`config.mk`:
```
export PLATFORM = sky130hd
export DESIGN_NAME = infix_expression_evaluator_top
export DESIGN_NICKNAME = d
export VERILOG_FILES = /design/src/iee_pkg.sv /design/src/iee_front.sv /design/src/iee_cmdq.sv /design/src/iee_div.sv /design/src/iee_back.sv /design/src/infix_expression_evaluator_top.sv
export SDC_FILE = /design/constraint.sdc
export NUM_CORES = 2
export LEC_CHECK = 0
export BUFFER_PORTS_ARGS = -buffer_cell sky130_fd_sc_hd__buf_2
export CAP_MARGIN = 40
export CORE_MARGIN = 2
export CORE_UTILIZATION = 40
export CTS_BUF_LIST = sky130_fd_sc_hd__clkbuf_8
export DETAILED_ROUTE_END_ITERATION = 6
export GPL_TIMING_DRIVEN = 1
export PLACE_DENSITY_LB_ADDON = 0.12
export SYNTH_ARGS = -nofsm -noshare
export SYNTH_HDL_FRONTEND = slang
export SYNTH_SLANG_ARGS = --single-unit
```
`constraint.sdc`:
```
create_clock -name clk -period 9.9 [get_ports clk]
set_clock_uncertainty 0.05 [all_clocks]
set_input_delay 0 -clock clk [delete_from_list [all_inputs] [get_ports clk]]
set_output_delay 0 -clock clk [all_outputs]
set_load 0.05 [all_outputs]
```
`src/iee_pkg.sv`:
```
// ----------------------------------------------------------------------------
// iee_pkg
// Shared types and constants for the infix expression evaluator: operator
// and error codes, character codes, parser phases and the command format.
// ----------------------------------------------------------------------------
package iee_pkg;

	// arithmetic width of operands and results
	localparam int VW = 32;
	// width of the divider step counter
	localparam int DIV_CW = $clog2(VW + 1);

	// character codes
	localparam logic [7:0] CH_PLUS  = 8'h2B;
	localparam logic [7:0] CH_MINUS = 8'h2D;
	localparam logic [7:0] CH_STAR  = 8'h2A;
	localparam logic [7:0] CH_SLASH = 8'h2F;
	localparam logic [7:0] CH_PCT   = 8'h25;
	localparam logic [7:0] CH_ZERO  = 8'h30;
	localparam logic [7:0] CH_NINE  = 8'h39;

	typedef enum logic [2:0] {
		OP_ADD = 3'd0,
		OP_SUB = 3'd1,
		OP_MUL = 3'd2,
		OP_DIV = 3'd3,
		OP_MOD = 3'd4
	} op_t;

	typedef enum logic [1:0] {
		ERR_NONE    = 2'd0,
		ERR_DIV0    = 2'd1,
		ERR_MISSING = 2'd2
	} err_t;

	typedef enum logic [1:0] {
		PH_WAIT_NUM,
		PH_IN_NUM,
		PH_WAIT_OP
	} phase_t;

	typedef enum logic [1:0] {
		B_IDLE,
		B_SCAN,
		B_DIV
	} bstate_t;

	// one classified request from the parser to the evaluator
	typedef struct packed {
		logic          has_num;
		logic [VW-1:0] num;
		logic          has_op;
		op_t           op;
		logic          is_end;
	} cmd_t;

endpackage

```
`src/iee_front.sv`:
```
// ----------------------------------------------------------------------------
// iee_front
// Character parser: accumulates decimal numbers, recognizes operators and
// turns each character into at most one request for the evaluator.
// ----------------------------------------------------------------------------
module iee_front (
	input  logic          clk,
	input  logic          arst_n,
	input  logic          push,
	input  logic [7:0]    char_code,
	input  logic          last,
	input  logic          q_full,
	output logic          cmd_valid,
	output iee_pkg::cmd_t cmd
);
	import iee_pkg::*;

	phase_t        phase_q, phase_d;
	logic [VW-1:0] acc_q, acc_d;
	logic          digit, is_op, accept;
	logic [3:0]    dval;
	op_t           op;
	logic [VW-1:0] acc10;

	assign accept = push && !q_full;

	// character classification
	always_comb begin
		digit = (char_code >= CH_ZERO) && (char_code <= CH_NINE);
		dval  = 4'(char_code - CH_ZERO);
		is_op = 1'b1;
		op    = OP_ADD;
		unique case (char_code)
			CH_PLUS:  op = OP_ADD;
			CH_MINUS: op = OP_SUB;
			CH_STAR:  op = OP_MUL;
			CH_SLASH: op = OP_DIV;
			CH_PCT:   op = OP_MOD;
			default:  is_op = 1'b0;
		endcase
	end

	// acc * 10 + digit, wrapping
	assign acc10 = (acc_q << 3) + (acc_q << 1) + VW'(dval);

	// parser step and request build
	always_comb begin
		phase_d     = phase_q;
		acc_d       = acc_q;
		cmd.has_num = 1'b0;
		cmd.num     = acc_q;
		cmd.has_op  = 1'b0;
		cmd.op      = op;
		cmd.is_end  = last;
		unique case (phase_q)
			PH_WAIT_NUM: begin
				if (digit) begin
					acc_d   = VW'(dval);
					phase_d = PH_IN_NUM;
				end
			end
			PH_IN_NUM: begin
				if (digit) begin
					acc_d = acc10;
				end else begin
					cmd.has_num = 1'b1;
					acc_d       = '0;
					cmd.has_op  = is_op;
					phase_d     = is_op ? PH_WAIT_NUM : PH_WAIT_OP;
				end
			end
			PH_WAIT_OP: begin
				if (is_op) begin
					cmd.has_op = 1'b1;
					phase_d    = PH_WAIT_NUM;
				end
			end
			default: phase_d = PH_WAIT_NUM;
		endcase
		// an unfinished number is closed by the last character
		if (last && phase_d == PH_IN_NUM) begin
			cmd.has_num = 1'b1;
			cmd.num     = acc_d;
		end
	end

	assign cmd_valid = accept && (cmd.has_num || cmd.has_op || last);

	// parser state
	always_ff @(posedge clk or negedge arst_n) begin
		if (!arst_n) begin
			phase_q <= PH_WAIT_NUM;
			acc_q   <= '0;
		end else if (accept) begin
			if (last) begin
				phase_q <= PH_WAIT_NUM;
				acc_q   <= '0;
			end else begin
				phase_q <= phase_d;
				acc_q   <= acc_d;
			end
		end
	end

endmodule

```
`src/iee_cmdq.sv`:
```
// ----------------------------------------------------------------------------
// iee_cmdq
// Two-entry request queue between parser and evaluator.
// ----------------------------------------------------------------------------
module iee_cmdq (
	input  logic          clk,
	input  logic          arst_n,
	input  logic          wr_en,
	input  iee_pkg::cmd_t wr_data,
	output logic          full,
	input  logic          rd_en,
	output logic          rd_valid,
	output iee_pkg::cmd_t rd_data
);
	import iee_pkg::*;

	cmd_t       mem_q [2];
	logic       wr_ptr_q, rd_ptr_q;
	logic [1:0] cnt_q;

	assign full     = cnt_q == 2'd2;
	assign rd_valid = cnt_q != 2'd0;
	assign rd_data  = mem_q[rd_ptr_q];

	// storage
	always_ff @(posedge clk) begin
		if (wr_en) begin
			mem_q[wr_ptr_q] <= wr_data;
		end
	end

	// pointers and fill count
	always_ff @(posedge clk or negedge arst_n) begin
		if (!arst_n) begin
			wr_ptr_q <= 1'b0;
			rd_ptr_q <= 1'b0;
			cnt_q    <= 2'd0;
		end else begin
			if (wr_en) begin
				wr_ptr_q <= !wr_ptr_q;
			end
			if (rd_en) begin
				rd_ptr_q <= !rd_ptr_q;
			end
			cnt_q <= cnt_q + 2'(wr_en) - 2'(rd_en);
		end
	end

endmodule

```
`src/iee_div.sv`:
```
// ----------------------------------------------------------------------------
// iee_div
// Unsigned restoring divider, one quotient bit per cycle.
// ----------------------------------------------------------------------------
module iee_div (
	input  logic                   clk,
	input  logic                   arst_n,
	input  logic                   start,
	input  logic [iee_pkg::VW-1:0] dividend,
	input  logic [iee_pkg::VW-1:0] divisor,
	output logic                   done,
	output logic [iee_pkg::VW-1:0] quotient,
	output logic [iee_pkg::VW-1:0] remainder
);
	import iee_pkg::*;

	logic [VW:0]     rem_q;
	logic [VW-1:0]   quo_q, dsr_q;
	logic [DIV_CW-1:0] cnt_q;
	logic            run_q, done_q;
	logic [VW:0]     shifted, diff;

	assign shifted   = {rem_q[VW-1:0], quo_q[VW-1]};
	assign diff      = shifted - {1'b0, dsr_q};
	assign done      = done_q;
	assign quotient  = quo_q;
	assign remainder = rem_q[VW-1:0];

	// datapath
	always_ff @(posedge clk) begin
		if (start) begin
			rem_q <= '0;
			quo_q <= dividend;
			dsr_q <= divisor;
		end else if (run_q) begin
			if (!diff[VW]) begin
				rem_q <= diff;
				quo_q <= {quo_q[VW-2:0], 1'b1};
			end else begin
				rem_q <= shifted;
				quo_q <= {quo_q[VW-2:0], 1'b0};
			end
		end
	end

	// step control
	always_ff @(posedge clk or negedge arst_n) begin
		if (!arst_n) begin
			run_q  <= 1'b0;
			done_q <= 1'b0;
			cnt_q  <= '0;
		end else begin
			done_q <= 1'b0;
			if (start) begin
				run_q <= 1'b1;
				cnt_q <= DIV_CW'(VW);
			end else if (run_q) begin
				cnt_q <= cnt_q - DIV_CW'(1);
				if (cnt_q == DIV_CW'(1)) begin
					run_q  <= 1'b0;
					done_q <= 1'b1;
				end
			end
		end
	end

endmodule

```
`src/iee_back.sv`:
```
// ----------------------------------------------------------------------------
// iee_back
// Evaluator: operand and operator stacks, precedence-driven reductions and
// the one-entry result register.
// ----------------------------------------------------------------------------
module iee_back (
	input  logic                clk,
	input  logic                arst_n,
	input  logic                cmd_valid,
	input  iee_pkg::cmd_t       cmd,
	output logic                cmd_pop,
	output logic                empty,
	input  logic                pop,
	output logic signed [31:0]  value,
	output logic [1:0]          error
);
	import iee_pkg::*;

	bstate_t       state_q, state_d;
	// operand stack, entry 0 is the top
	logic [VW-1:0] opd_q [3];
	logic [1:0]    opd_cnt_q;
	// operator stack, entry 0 is the top
	op_t           opr_q [2];
	logic [1:0]    opr_cnt_q;
	logic          pend_op_q, pend_end_q;
	op_t           cur_op_q;
	err_t          err_q;
	// divide bookkeeping
	logic          div_mod_q, neg_q;
	// result register
	logic          out_valid_q;
	logic signed [31:0] value_q;
	err_t          out_err_q;

	logic          hi_new, top_lo, enough, b_zero, red_quick;
	logic          scan_reduce, scan_pushop, scan_final, scan_done, div_start;
	logic [VW-1:0] a, b, quick_res, ma, mb, div_res;
	logic          na, nb, div_done;
	logic [VW-1:0] quo, rem;
	err_t          fin_err;
	logic signed [VW-1:0] top_s;

	assign a      = opd_q[1];
	assign b      = opd_q[0];
	assign na     = a[VW-1];
	assign nb     = b[VW-1];
	assign ma     = na ? (VW'(0) - a) : a;
	assign mb     = nb ? (VW'(0) - b) : b;
	assign b_zero = b == '0;
	assign enough = opd_cnt_q >= 2'd2;

	// precedence and operation decode
	always_comb begin
		hi_new    = 1'b0;
		top_lo    = 1'b0;
		red_quick = 1'b1;
		quick_res = a + b;
		unique case (cur_op_q)
			OP_MUL, OP_DIV, OP_MOD: hi_new = 1'b1;
			default:                hi_new = 1'b0;
		endcase
		unique case (opr_q[0])
			OP_ADD, OP_SUB: top_lo = 1'b1;
			default:        top_lo = 1'b0;
		endcase
		unique case (opr_q[0])
			OP_ADD:  quick_res = a + b;
			OP_SUB:  quick_res = a - b;
			OP_MUL:  quick_res = VW'(a * b);
			default: red_quick = 1'b0;
		endcase
	end

	// scan decisions
	always_comb begin
		scan_reduce = 1'b0;
		scan_pushop = 1'b0;
		scan_final  = 1'b0;
		scan_done   = 1'b0;
		if (state_q == B_SCAN) begin
			if (pend_op_q) begin
				if (opr_cnt_q != 2'd0 && !(hi_new && top_lo)) begin
					scan_reduce = 1'b1;
				end else begin
					scan_pushop = 1'b1;
				end
			end else if (pend_end_q) begin
				if (opr_cnt_q != 2'd0) begin
					scan_reduce = 1'b1;
				end else begin
					scan_final = !out_valid_q;
				end
			end else begin
				scan_done = 1'b1;
			end
		end
		div_start = scan_reduce && enough && !red_quick && !b_zero;
	end

	// next state
	always_comb begin
		state_d = state_q;
		unique case (state_q)
			B_IDLE: if (cmd_valid) state_d = B_SCAN;
			B_SCAN: begin
				if (div_start) begin
					state_d = B_DIV;
				end else if (scan_done || scan_final) begin
					state_d = B_IDLE;
				end
			end
			B_DIV: if (div_done) state_d = B_SCAN;
			default: state_d = B_IDLE;
		endcase
	end

	// outputs of the state machine
	always_comb begin
		cmd_pop = (state_q == B_IDLE) && cmd_valid;
		div_res = div_mod_q ? (neg_q ? (VW'(0) - rem) : rem)
		                    : (neg_q ? (VW'(0) - quo) : quo);
		fin_err = err_q;
		if (err_q == ERR_NONE && opd_cnt_q == 2'd0) begin
			fin_err = ERR_MISSING;
		end
		top_s = opd_q[0];
	end

	iee_div u_div (
		.clk       (clk),
		.arst_n    (arst_n),
		.start     (div_start),
		.dividend  (ma),
		.divisor   (mb),
		.done      (div_done),
		.quotient  (quo),
		.remainder (rem)
	);

	// stack data
	always_ff @(posedge clk) begin
		if (cmd_pop) begin
			cur_op_q <= cmd.op;
			if (cmd.has_num && opd_cnt_q != 2'd3) begin
				opd_q[0] <= cmd.num;
				opd_q[1] <= opd_q[0];
				opd_q[2] <= opd_q[1];
			end
		end
		if (scan_reduce) begin
			opr_q[0] <= opr_q[1];
			if (enough && (red_quick || b_zero)) begin
				opd_q[0] <= red_quick ? quick_res : '0;
				opd_q[1] <= opd_q[2];
			end
			div_mod_q <= opr_q[0] == OP_MOD;
			neg_q     <= (opr_q[0] == OP_MOD) ? na : (na ^ nb);
		end
		if (scan_pushop && opr_cnt_q != 2'd2) begin
			opr_q[0] <= cur_op_q;
			opr_q[1] <= opr_q[0];
		end
		if (state_q == B_DIV && div_done) begin
			opd_q[0] <= div_res;
			opd_q[1] <= opd_q[2];
		end
		if (scan_final) begin
			value_q <= (fin_err == ERR_NONE) ? 32'(top_s) : '0;
		end
	end

	// control state
	always_ff @(posedge clk or negedge arst_n) begin
		if (!arst_n) begin
			state_q     <= B_IDLE;
			opd_cnt_q   <= 2'd0;
			opr_cnt_q   <= 2'd0;
			pend_op_q   <= 1'b0;
			pend_end_q  <= 1'b0;
			err_q       <= ERR_NONE;
			out_valid_q <= 1'b0;
			out_err_q   <= ERR_NONE;
		end else begin
			state_q <= state_d;
			if (pop && out_valid_q) begin
				out_valid_q <= 1'b0;
			end
			if (cmd_pop) begin
				pend_op_q  <= cmd.has_op;
				pend_end_q <= cmd.is_end;
				if (cmd.has_num && opd_cnt_q != 2'd3) begin
					opd_cnt_q <= opd_cnt_q + 2'd1;
				end
			end
			if (scan_reduce) begin
				opr_cnt_q <= opr_cnt_q - 2'd1;
				if (!enough) begin
					if (err_q == ERR_NONE) err_q <= ERR_MISSING;
				end else if (red_quick) begin
					opd_cnt_q <= opd_cnt_q - 2'd1;
				end else if (b_zero) begin
					opd_cnt_q <= opd_cnt_q - 2'd1;
					if (err_q == ERR_NONE) err_q <= ERR_DIV0;
				end
			end
			if (scan_pushop) begin
				pend_op_q <= 1'b0;
				if (opr_cnt_q != 2'd2) begin
					opr_cnt_q <= opr_cnt_q + 2'd1;
				end
			end
			if (state_q == B_DIV && div_done) begin
				opd_cnt_q <= opd_cnt_q - 2'd1;
			end
			// result out, evaluator back to its starting state
			if (scan_final) begin
				out_valid_q <= 1'b1;
				out_err_q   <= fin_err;
				opd_cnt_q   <= 2'd0;
				opr_cnt_q   <= 2'd0;
				pend_end_q  <= 1'b0;
				err_q       <= ERR_NONE;
			end
		end
	end

	assign empty = !out_valid_q;
	assign value = value_q;
	assign error = out_err_q;

endmodule

```
`src/infix_expression_evaluator_top.sv`:
```
// Flow: the parser takes a character and queues a request; the evaluator pops it when idle, scans it with one
// step per operator push or reduction, and waits in its divide state for each divide or modulo.
// Throughput: one character per cycle while the two-entry request queue has room;
// the sustained rate is bounded by the evaluator, whose divides run through the iterative divider.
// Reset: arst_n clears parser, queue, stacks and result register; no result waits.
// ----------------------------------------------------------------------------
// infix_expression_evaluator_top
// Infix integer expression evaluator: parser front, request queue and
// two-stack evaluator with an iterative divider.
// ----------------------------------------------------------------------------
module infix_expression_evaluator_top (
	input  logic               clk,
	input  logic               arst_n,
	input  logic               push,
	output logic               full,
	input  logic [7:0]         char_code,
	input  logic               last,
	output logic               empty,
	input  logic               pop,
	output logic signed [31:0] value,
	output logic [1:0]         error
);
	import iee_pkg::*;

	logic q_full, wr_en, rd_en, rd_valid;
	cmd_t wr_cmd, rd_cmd;

	assign full = q_full;

	iee_front u_front (
		.clk       (clk),
		.arst_n    (arst_n),
		.push      (push),
		.char_code (char_code),
		.last      (last),
		.q_full    (q_full),
		.cmd_valid (wr_en),
		.cmd       (wr_cmd)
	);

	iee_cmdq u_cmdq (
		.clk      (clk),
		.arst_n   (arst_n),
		.wr_en    (wr_en),
		.wr_data  (wr_cmd),
		.full     (q_full),
		.rd_en    (rd_en),
		.rd_valid (rd_valid),
		.rd_data  (rd_cmd)
	);

	iee_back u_back (
		.clk       (clk),
		.arst_n    (arst_n),
		.cmd_valid (rd_valid),
		.cmd       (rd_cmd),
		.cmd_pop   (rd_en),
		.empty     (empty),
		.pop       (pop),
		.value     (value),
		.error     (error)
	);

endmodule

```
# After elaboration in Yosys (flattened, before gate mapping)
# Memories as Yosys holds them, arrays and structs flattened.
# Cells that the tools add are included.
# totals
mem_bits_rw,178
romBits,0
latchBits,0
output_inout_bits,36
memories,3
register_bits,192
input_bits,13
# mem_list
name,depth,width,read_ports,rd_clocked_by_memory_dff,write_ports,line_no,text
u_back.opd_q,3,32,3,0,3,iee_back.sv:21,logic [VW-1:0] opd_q [3];
u_cmdq.mem_q,2,38,1,0,1,iee_cmdq.sv:17,cmd_t mem_q [2];
u_back.opr_q,2,3,2,0,2,iee_back.sv:24,op_t opr_q [2];
# classes
eq_ne,26
muxes,106
bitwise_logic,6
n_shift,0
reduce_logical,48
n_div,0
add_sub_neg,17
magnitude_cmp,3
multipliers,1
# op_table
operator,count
32-bit 2-to-1 mux,15
32-bit one-hot mux with 2 select lines,2
"1-bit by 32-bit subtractor with 32-bit output, first input constant",4
32-bit adder,2
2-bit 2-to-1 mux,29
1-bit 2-to-1 mux,51
"8-bit by 6-bit == test with 1-bit output, second input constant",5
33-bit 2-to-1 mux,1
33-bit by 32-bit subtractor with 33-bit output,1
32-bit by 4-bit adder with 32-bit output,1
32-bit zero test,1
32-bit by 32-bit multiplier with 32-bit output,1
32-bit subtractor,1
31-bit 2-to-1 mux,1
1-bit logical AND,16
2-bit nonzero test,7
6-bit 2-to-1 mux,2
2-bit one-hot mux with 3 select lines,2
3-bit one-hot mux with 4 select lines,1
2-bit zero test,5
"3-bit by 2-bit == test with 1-bit output, second input constant",3
"8-bit by 6-bit >= comparator with 1-bit output, second input constant",1
"8-bit by 6-bit <= comparator with 1-bit output, second input constant",1
1-bit zero test,7
29 further kinds,47

# Logic depth before layout (Yosys ltp)
# An unclocked memory read counts as a cell.
# depth
depth_word,15
ltp_mapped,29
depth_no_buf,26

# Cells and area by module
# Synthesis repeated with hierarchy kept, for this count alone.
# unflattened
hier_cells,4237
area_unflattened_um2,40471.3
# modules_own_cells
mod,area_per_inst_um2,n_inst,cells_each,seq_area_each_um2
iee_back,27462.6,1,3046,4499.3
iee_div,6012.0,1,569,2762.6
iee_front,4008.8,1,489,850.8
iee_cmdq,2987.9,1,133,2382.3

# Worst setup path before layout
# Ideal clock, no wire load.
# synth_path
path_type,reg2reg
startpoint,memory u_back.opd_q[0][6]
endpoint,memory u_back.opd_q[0][31] (data pin)
slack_ns,2.514
required_time_ns,9.588
n_path_buf,2
stages_incl_launch_ff,27
arrival_time_ns,7.073
setup_ns,0.262
path_cell_list,edfxtp_1 > clkbuf_1 > clkbuf_1 > and2_1 > fa_1 > fa_1 > fa_1 > inv_1 > fa_1 > inv_1 > fa_1 > inv_1 > fa_1 > inv_1 > fa_1 > fa_1 > ha_1 > a21o_1 > a21oi_1 > o21ai_0 > nor3b_1 > o21a_1 > nor3_1 > a2111oi_0 > a21oi_1 > xnor2_1 > o21ai_1
# synth_rtl
item,line_no
"start, declared",iee_back.sv:21

==> results.tsv <==
stage	metric	value	unit
run_status	status	finished, final reports clean	
global_routing	overflow	0	
clocking	cts_setup_buffers	0	
critical_path	critPathCaptureType	register	
sta	fin_crit	8.06	ns
clocking	clk_pin_slew	0.06	ns
sta	fin_crit_sh	81.4	%
clocking	cts-root-buf	clkbuf_8	
placement	io_buffer_count	48	
cells_and_area	final_util	44.0	%
drt	drc	0	
synth	synth.top_cell.area_share	21.2	%
synth	synth_edf_count	279	
clocking	h-tree-depth	3	
synth	ys_warn_count	0	
placement	place_congestion	0.902	
sta	setup_violations	0	
global_routing	antenna_found_initial	6	
global_routing	grt_first_pass_wirelength	192000	um
synth	synth_cells	4153	
clocking	clk_path_buf_depth	3	
sta	max_slew_margin	39.5	%
floorplanning	die-width	319	um
synth	yosys_register_bits	370	
sta	drv_slew	0	
critical_path	r2r_end	u_back.opd_q[0][25]	
global_routing	grt_max_degree	63	
drt	drt-pass1-iter-count	5	
drt	vias	30000	
global_routing	grt_usage	24.8	%
cells_and_area	instances_no_fill	5501	
critical_path	r2r-start	u_back.opd_q[0][5]	
critical_path	critPathMaxFanout	21	
global_routing	grt_pass1_vias	30400	
synth	ys_top_cells_by_area	edfxtp_1, fa_1, ha_1	
floorplanning	num_rows	115	
critical_path	rrSetupSlack	1.84	ns
floorplanning	design.portCount	49	
cells_and_area	regArea	0.0105	mm2
synth	syn_avg_cell_area	9.53	um2
synth	syn-cell-area	0.0396	mm2
cells_and_area	nNetsFinal	4841	
synth	yosysTopAreaCell	edfxtp_1	
clocking	cts_tree	built	
clocking	clk_latency	0.73	ns
synth	ys_seq_area_share	26.5	%
sta	worst_slew_pin_slew	0.908	ns
sta	fmax	124	MHz
clocking	ctsResizeCount	0	
critical_path	r2r_cells	23	
placement	place_hpwl	94300	um
synth	ys.flop_type	edfxtp_1	
drt	detail-route-antenna-nets	0	
cells_and_area	areaGrowthSynthToFinish	9.11	%
sta	finalHoldViolCount	0	
synth	async_reset_ff_share	15.9	%
job	drv_cap	0	
critical_path	worst-setup-path-type	reg -> reg	
floorplanning	coreArea	0.0983	mm2
cells_and_area	multiInputGateArea	0.0264	mm2
floorplanning	die_h	319	um
placement	placed_cells	5347	
critical_path	cp.arrival	8.44	ns
cells_and_area	layout-drive-gt1-share	8.15	%
sta	setup_tns	0	ns
floorplanning	dieArea	0.102	mm2
synth	netlist-cell-type-count	86	
drt	vias_per_cell	5.45	
sta	rsz0062_at_grt	false	
drt	drt_iter0_drc	2206	
min_path	worstHoldStart	char_code[7]	
clocking	cts.sinks	370	
min_path	worst_hold_path.num_cells	7	
cells_and_area	fillers	9515	
clocking	cts_buffers	74	
critical_path	start_kind	register	
floorplanning	start_util	40.3	%
min_path	hold_class	in -> reg	
drt	avgRoutedWirePerCell	22.5	um
min_path	holdPathEnd	u_front.acc_q[1]	
synth	syn-num-nets	4841	
critical_path	worstPathRequired	10.28	ns
drt	wl	124000	um
==> placed cells by master, fill, tap and decap left out, drive strengths merged, types with 25 or more instances in the layout <==
cell | netlist | final
nor2 | 152 | 152
mux2 | 38 | 38
nor3 | 42 | 42
and2 | 321 | 321
dfrtp | 59 | 59
xnor2 | 183 | 183
ha | 263 | 263
inv | 473 | 500
fa | 412 | 412
xor2 | 130 | 130
nand2b | 39 | 39
a21oi | 151 | 151
buf | 36 | 153
mux2i | 68 | 68
dfxtp | 32 | 32
o211ai | 25 | 25
clkbuf | 210 | 83
nand2 | 503 | 503
o21ai | 224 | 224
a21o | 37 | 37
o31ai | 45 | 45
edfxtp | 279 | 279
nor2b | 29 | 29
nand3 | 30 | 30
==> per-stage QoR <==
| step | setup WS, ns | instance area, um2 | hold slack [ns] |
|---|---|---|---|
| floorplan | 2.51 | 39600 | -0.346 |
| global placement | 1.74 | 41200 | 0.130 |
| detailed placement | 1.65 | 41500 | 0.134 |
| CTS | 1.64 | 43200 | 0.0119 |
| global route | 1.40 | 43200 | 0.103 |
| finish | 1.84 | 43200 | 0.0687 |
==> repair_timing <==
| action | 4_1_cts | 5_1_grt |
|---|---|---|
| setup endpoints to repair | 0 | 0 |
| hold buffers | 15 | 0 |
| hold endpoints to repair | 113 | 0 |
==> synthesized netlist by cell type, drive strengths merged, types with 16 or more instances <==
library cell and count:
or4 22, o211ai 25, a21o 37, nand2 503, xor2 130, nor3 42, clkbuf 210, fa 412
a211oi 18, dfxtp 32, nand2b 39, and2 321, edfxtp 279, a32o 18, nand4 16, or2 16
a21oi 151, nor2b 29, nor4 16, o31ai 45, o221ai 23, buf 36, mux2 38, nor2 152
dfrtp 59, xnor2 183, o21a 23, o21ai 224, mux2i 68, nand3 30, or3 21, inv 473
o41ai 23, ha 263
==> area by class of cell <==
| class | count | area share, % |
|---|---|---|
| diodes | 4 | 0.0232 |
| clock buffers | 83 | 2.64 |
| clock inverters | 50 | 0.921 |
| inverters | 473 | 4.11 |
| multi-input cells | 3064 | 61.1 |
| flip-flops and latches | 370 | 24.3 |
| well taps | 1287 | 3.73 |
| repair buffers | 170 | 3.14 |
==> critical path, stage by stage, from the launching register on <==
cell	delay [ns]
edfxtp_1	0.94
buf_4	0.42
and2_1	0.21
fa_1	0.41
fa_1	0.49
fa_1	0.51
inv_1	0.06
fa_1	0.47
inv_1	0.04
ha_1	0.26
ha_1	0.29
fa_1	0.50
fa_1	0.43
ha_1	0.41
a21o_1	0.22
a21o_1	0.17
a221oi_1	0.27
o31a_1	0.30
o21bai_1	0.09
a21o_1	0.20
a211oi_1	0.43
mux2i_1	0.14
a41oi_1	0.34
o21ai_0	0.13
==> layer usage <==
layer / global-route usage [%] / wire length, um / vias to the layer above
li1: - / - / 13900
met1: 34.8 / 56500 / 15100
met5: 0 / 0 / -
met4: 7.34 / 3880 / 0
met2: 40.0 / 57300 / 825
met3: 3.00 / 6090 / 187
==> flip-flops by register name, summed over array words and instances, names as in the netlist, 3 cells and up <==
signal,count
u_back.u_div.quotient,32
u_back.opd_q,96
u_back.value,32
u_back.opr_q,6
u_back.cur_op_q,3
u_back.u_div.rem_q,32
u_back.u_div.cnt_q,6
u_cmdq.mem_q,76
u_back.u_div.dsr_q,32
u_front.acc_q,32
==> worst max-delay path by stage <==
| stage | slack (ns) | start | end |
|---|---|---|---|
| after floorplan | 2.51 | u_back.opd_q[0][6] | u_back.opd_q[0][31] |
| after global placement | 1.74 | u_back.opd_q[0][5] | u_back.opd_q[0][31] |
| after detailed placement | 1.65 | u_back.opd_q[0][5] | u_back.opd_q[0][31] |
| after CTS | 1.64 | u_back.opd_q[0][5] | u_back.opd_q[0][31] |
| after global routing | 1.40 | u_back.opd_q[0][4] | u_back.opd_q[0][25] |
| final | 1.84 | u_back.opd_q[0][5] | u_back.opd_q[0][25] |
==> logic make-up after synthesis <==
| group | Yosys count | share of synthesized area [%] |
|---|---|---|
| muxes | 107 | 2.86 |
| DFF | 370 | 26.5 |
| buffers and inverters | 719 | 6.92 |
| and+or+nand+nor | 1245 | 15.7 |
| AOI/OAI and AO/OA | 724 | 11.9 |
| xor gates and xnor gates | 313 | 6.92 |
| adders and majority gates | 675 | 29.1 |
Power is not shown: default switching activity piles up to over one toggle a cycle in this logic, so the estimate is an artifact.
